`config.mk`:
```
export PLATFORM = sky130hd
export DESIGN_NAME = psm_sqrt
export DESIGN_NICKNAME = d
export VERILOG_FILES = /design/src/hw/rtl/psm_pkg.sv /design/src/hw/rtl/psm_sqrt.sv
export SDC_FILE = /design/constraint.sdc
export NUM_CORES = 2
export LEC_CHECK = 0
export ABC_CLOCK_PERIOD_IN_PS = 3200
export BUFFER_PORTS_ARGS = -buffer_cell sky130_fd_sc_hd__buf_2
export CAP_MARGIN = 20
export CORE_ASPECT_RATIO = 0.75
export CORE_MARGIN = 8
export CORE_UTILIZATION = 25
export CTS_BUF_LIST = sky130_fd_sc_hd__clkbuf_8
export CTS_CLUSTER_SIZE = 30
export DETAILED_ROUTE_END_ITERATION = 10
export GPL_TIMING_DRIVEN = 0
export PLACE_DENSITY = 0.46
export SYNTH_ARGS = -nofsm -noshare
export SYNTH_HDL_FRONTEND = slang
export SYNTH_MEMORY_MAX_BITS = 65536
export SYNTH_SLANG_ARGS = --single-unit
```
`constraint.sdc`:
```
create_clock -name i_clk -period 3.2 [get_ports i_clk]
set_input_delay 0.64 -clock i_clk [delete_from_list [all_inputs] [get_ports i_clk]]
set_output_delay 0.64 -clock i_clk [all_outputs]
set_load 0.1 [all_outputs]
```
`src/hw/rtl/psm_pkg.sv`:
```
package psm_pkg;

    localparam int NORM_BITS     = 31;
    localparam int ROOT_W        = NORM_BITS + 1;
    localparam int RAD_W         = 2 * ROOT_W;
    localparam int OUT_WIDTH     = 48;
    localparam int LIGHT_W_WIDTH = 32;
    localparam int NUM_COLS      = 4;

    typedef logic [1:0] t_col;

    localparam logic signed [LIGHT_W_WIDTH-1:0] LIGHT_W_RESET = 32'sd65536;
    localparam t_col COL_LAST = 2'd3;

endpackage

```
`src/hw/rtl/psm_sqrt.sv`:
```
module psm_sqrt import psm_pkg::*; #(
    parameter int SIDE_W = 1
) (
    input  logic              i_clk,
    input  logic              i_rst_n,
    input  logic              i_valid,
    input  logic [RAD_W-1:0]  i_radicand,
    input  logic [SIDE_W-1:0] i_side,
    output logic              o_valid,
    output logic [ROOT_W-1:0] o_root,
    output logic [SIDE_W-1:0] o_side
);

    localparam int REM_W = ROOT_W + 3;

    logic              r_v    [1:ROOT_W];
    logic [RAD_W-1:0]  r_x    [1:ROOT_W];
    logic [REM_W-1:0]  r_rem  [1:ROOT_W];
    logic [ROOT_W-1:0] r_root [1:ROOT_W];
    logic [SIDE_W-1:0] r_side [1:ROOT_W];

    for (genvar k = 0; k < ROOT_W; k++) begin : g_stage
        logic              v_in;
        logic [RAD_W-1:0]  x_in;
        logic [REM_W-1:0]  rem_in;
        logic [ROOT_W-1:0] root_in;
        logic [SIDE_W-1:0] side_in;
        logic [REM_W-1:0]  rem_sh;
        logic [REM_W-1:0]  trial;
        logic              ge;
        logic [REM_W-1:0]  n_rem;
        logic [ROOT_W-1:0] n_root;

        if (k == 0) begin : g_first
            assign v_in    = i_valid;
            assign x_in    = i_radicand;
            assign rem_in  = '0;
            assign root_in = '0;
            assign side_in = i_side;
        end else begin : g_next
            assign v_in    = r_v[k];
            assign x_in    = r_x[k];
            assign rem_in  = r_rem[k];
            assign root_in = r_root[k];
            assign side_in = r_side[k];
        end

        always_comb begin
            rem_sh = {rem_in[REM_W-3:0], x_in[RAD_W-1-2*k -: 2]};
            trial  = {1'b0, root_in, 2'b01};
            ge     = (rem_sh >= trial);
            n_rem  = ge ? (rem_sh - trial) : rem_sh;
            n_root = {root_in[ROOT_W-2:0], ge};
        end

        always_ff @(posedge i_clk) begin
            if (!i_rst_n) begin
                r_v[k+1] <= 1'b0;
            end else begin
                r_v[k+1] <= v_in;
            end
        end

        always_ff @(posedge i_clk) begin
            r_x[k+1]    <= x_in;
            r_rem[k+1]  <= n_rem;
            r_root[k+1] <= n_root;
            r_side[k+1] <= side_in;
        end
    end

    assign o_valid = r_v[ROOT_W];
    assign o_root  = r_root[ROOT_W];
    assign o_side  = r_side[ROOT_W];

endmodule

```
==> impl_metrics.yaml <==
status:
  run_status: "finished, violations left"
  violated_checks: "negative setup slack"
worst_setup_path:
  cp_data_arrival_time_ns: 4.31
  critPathLaunchType: "flop"
  worst-r2r-setup-slack_ns: -0.23
  cp_data_required_time_ns: 4.07
  worst_setup_path_end_kind: "flop"
  crit_fanout: 5
  crit_path_class: "reg -> reg"
routing:
  num_vias: 65922
  totalWireLength_um: 237000
  drt-vias-per-instance: 4.38
  initialDrtViolationCount: 4098
  final_ant_viol_nets: 0
  dr.pass1.iters: 5
  drcViolationCount: 0
  post_drt_wl_per_cell_um: 15.8
finish:
  stdcell_area_um2: 114000
  area_growth_syn_to_layout_pct: 22.9
  finalNetCount: 10467
  layout.core_utilization_pct: 30.8
  drive_gt1_share_pct: 16.1
  finish.cell_count_without_fillers: 15037
synth:
  syn-mean-instance-area_um2: 10.1
  synth-warning-count: 0
  ys_async_sr_fraction_pct: 0
  post_synth_and_or_nand_nor_area_fraction_pct: 12.9
  synth_flop_cell: "sky130_fd_sc_hd__dfxtp_1"
  yosys.area_share.xor_xnor_pct: 7.59
  synth_sequential_area_ratio_pct: 55.4
  ys_ff_latch: 2558
  synth.distinct_cells: 83
  synth_compound_area_share_pct: 12.1
  syn_nets: 9751
  dominant_combinational_cell_family_by_area_after_synthesis: "simple AND/OR/NAND/NOR gates"
  synthCells: 9122
  synth_fa_ha_area_share_pct: 7.59
  synth_enable_flop_cells: 0
  synth_mux_area_share_pct: 0.754
  syn_std_cell_area_um2: 92400
floorplan:
  core_um2: 368000
  design.die.area_um2: 390000
  initial_utilization_pct: 25.1
  floorplan.die.height_um: 543
  pin_count: 102
  floorplan.rows: 193
  horizontal_extent_of_the_die_um: 718
power_and_ir_drop:
  p_leak_nw: 52.0
  max-vdd-ir-drop_uv: 370
  power.density_nw_per_um2: 755
  post-layout-total-power_mw: 85.8
clock_tree:
  ctsHtreeMaxLevel: 5
  cts.sinks: 2558
  cts-buffers-inserted: 408
  clk_path_buf_depth: 4
  clk_pin_slew_ns: 0.06
  cts.root.buffer_cell: "sky130_fd_sc_hd__clkbuf_8"
  clk_latency_ns: 1.08
  tritoncts: "done"
sta:
  final.period_utilization_pct: 107
  final.min_clock_period_ns: 3.43
  rsz0062_at_grt: "true"
  hold_viol_final: 0
  max_slew_margin_pct: 33.5
  transition_time_of_the_tightest_slew_check_pin_ns: 0.989
  timing.fmax_ghz: 0.291
  maxSlewViolCount: 0
  final-setup-viol-count: 52
  fin_worst_skew_ns: 0.112
  setup_ws_ns: -0.232
  fin_worst_hold_slack_ns: 0.212
  tns_ns: -5.83
global_routing:
  grt_remaining_overflow: 0
  antenna_found_initial: 12
  grt_first_pass_wirelength_um: 368000
  overall_track_demand_over_capacity_in_global_routing_pct: 11.6
  grt_max_degree: 18
  vias_in_the_first_global_route: 65596
place:
  buffer_ports.inserted: 101
  dpl.hpwl_um: 177000
  dp.cells: 14100
  globalplace.congestion: 0.873
  worst_setup_slack_before_clock_tree_synthesis_ns: -1.55
  place_area_um2: 99100
run:
  drv_cap: 0
min_path:
  worst_hold_path_class: "in -> reg"
## critical path, cell delays in order (launching register included)
cell,delay (ns)
sky130_fd_sc_hd__dfxtp_2,0.32
sky130_fd_sc_hd__or3_4,0.39
sky130_fd_sc_hd__or4_4,0.43
sky130_fd_sc_hd__or3_4,0.35
sky130_fd_sc_hd__or3_4,0.35
sky130_fd_sc_hd__or3_4,0.39
sky130_fd_sc_hd__or3_4,0.35
sky130_fd_sc_hd__a211oi_4,0.21
sky130_fd_sc_hd__buf_6,0.18
sky130_fd_sc_hd__buf_6,0.12
sky130_fd_sc_hd__nor4_2,0.05
sky130_fd_sc_hd__xor2_1,0.16
## registers in the layout, indices dropped and copies added, names as in the netlist
name	flops
r_v	32
r_root	528
r_side	32
r_x	992
r_rem	974
## final timing paths
| kind | from | endpoint | cells after the start |
|---|---|---|---|
| max | r_rem[0][477]$_DFF_P_ | r_rem[0][518]$_DFF_P_ | 11 |
| min | i_radicand[19] | r_x[0][83]$_DFF_P_ | 2 |
| max reg2reg | r_rem[0][477]$_DFF_P_ | r_rem[0][518]$_DFF_P_ | 11 |
| min reg2reg | r_x[0][1478]$_DFF_P_ | r_x[0][1542]$_DFF_P_ | 0 |
## report_power, final
part           internal [mW]  switching [mW]
sequential              37.0            4.21
combinational           6.59            8.67
clock                   16.3            12.9
total                   59.9            25.8
## layout make-up
| class | instances | area, µm² |
|---|---|---|
| antenna | 8 | 20.0 |
| sequential | 2558 | 51300 |
| timing repair buffer | 337 | 2590 |
| multi-input combinational | 5666 | 41000 |
| clock buffer | 500 | 6880 |
| clock inverter | 226 | 1860 |
| fill | 37790 | 255000 |
| tap | 4875 | 6100 |
| inverter | 714 | 2690 |
| buffer | 153 | 1060 |
## cells in the mapped netlist, drive strengths merged, types with 58 or more instances
| master | number | area (µm²) |
|---|---|---|
| dfxtp | 2558 | 51200 |
| inv | 714 | 2680 |
| nand2 | 661 | 2480 |
| nor2 | 580 | 2180 |
| ha | 561 | 7020 |
| o21ai | 553 | 2770 |
| a21oi | 519 | 2600 |
| xor2 | 405 | 3550 |
| xnor2 | 396 | 3470 |
| a21o | 237 | 1780 |
| nor3 | 212 | 1060 |
| clkbuf | 167 | 627 |
| nand3 | 152 | 766 |
| nor4 | 113 | 719 |
| nand2b | 101 | 632 |
| o21a | 91 | 683 |
| nand4 | 90 | 563 |
| nor2b | 88 | 551 |
| or3 | 85 | 542 |
| and2 | 65 | 407 |
| or4 | 64 | 484 |
| o31ai | 62 | 465 |
| and3 | 58 | 363 |
## repair_timing
| item | in CTS | in global routing |
|---|---|---|
| hold endpoints to repair | 94 | 0 |
| gates cloned | 4 | 1 |
| pin swaps | 82 | 129 |
| endpoints found under the setup margin | 763 | 753 |
| buffers inserted | 83 | 81 |
| resized for setup | 564 | 431 |
| hold buffers | 69 | 0 |
## layer usage
layer | vias up | GRT usage, % | part of all wire [%]
met3 | 446 | 2.55 | 6.3
met5 | - | 0 | 0
met4 | 0 | 3.32 | 2.6
met1 | 31269 | 16.9 | 50
met2 | 1621 | 17.0 | 41
li1 | 32586 | - | -
## logic make-up (layout without fill, tap and decap cells)
kind of cell    Yosys count  after routing
flops                  2558           2558
simple gates           2418           2418
compound gates         1822           1822
buf+inv                 898           1930
xor+xnor                801            801
fa+ha+maj               561            561
mux                      63             63
other cells               1              9
## layout by cell type (no fill, tap or decap), drive strengths merged, types with 53 or more instances in the layout
cell type	instances
nor4	113
buf	311
xor2	405
nor3	212
and2	65
nand2b	101
a21oi	519
nand4	90
o31ai	62
nand3	152
inv	839
dfxtp	2558
clkinv	63
ha	561
dlygate4sd3	69
or2	55
or4	64
o21a	91
a21o	237
nor2b	88
or3	85
mux2	53
xnor2	396
clkbuf	610
nor2	580
nand2	661
and3	58
o21ai	553
Note: power is estimated with default switching activity, not from simulation.
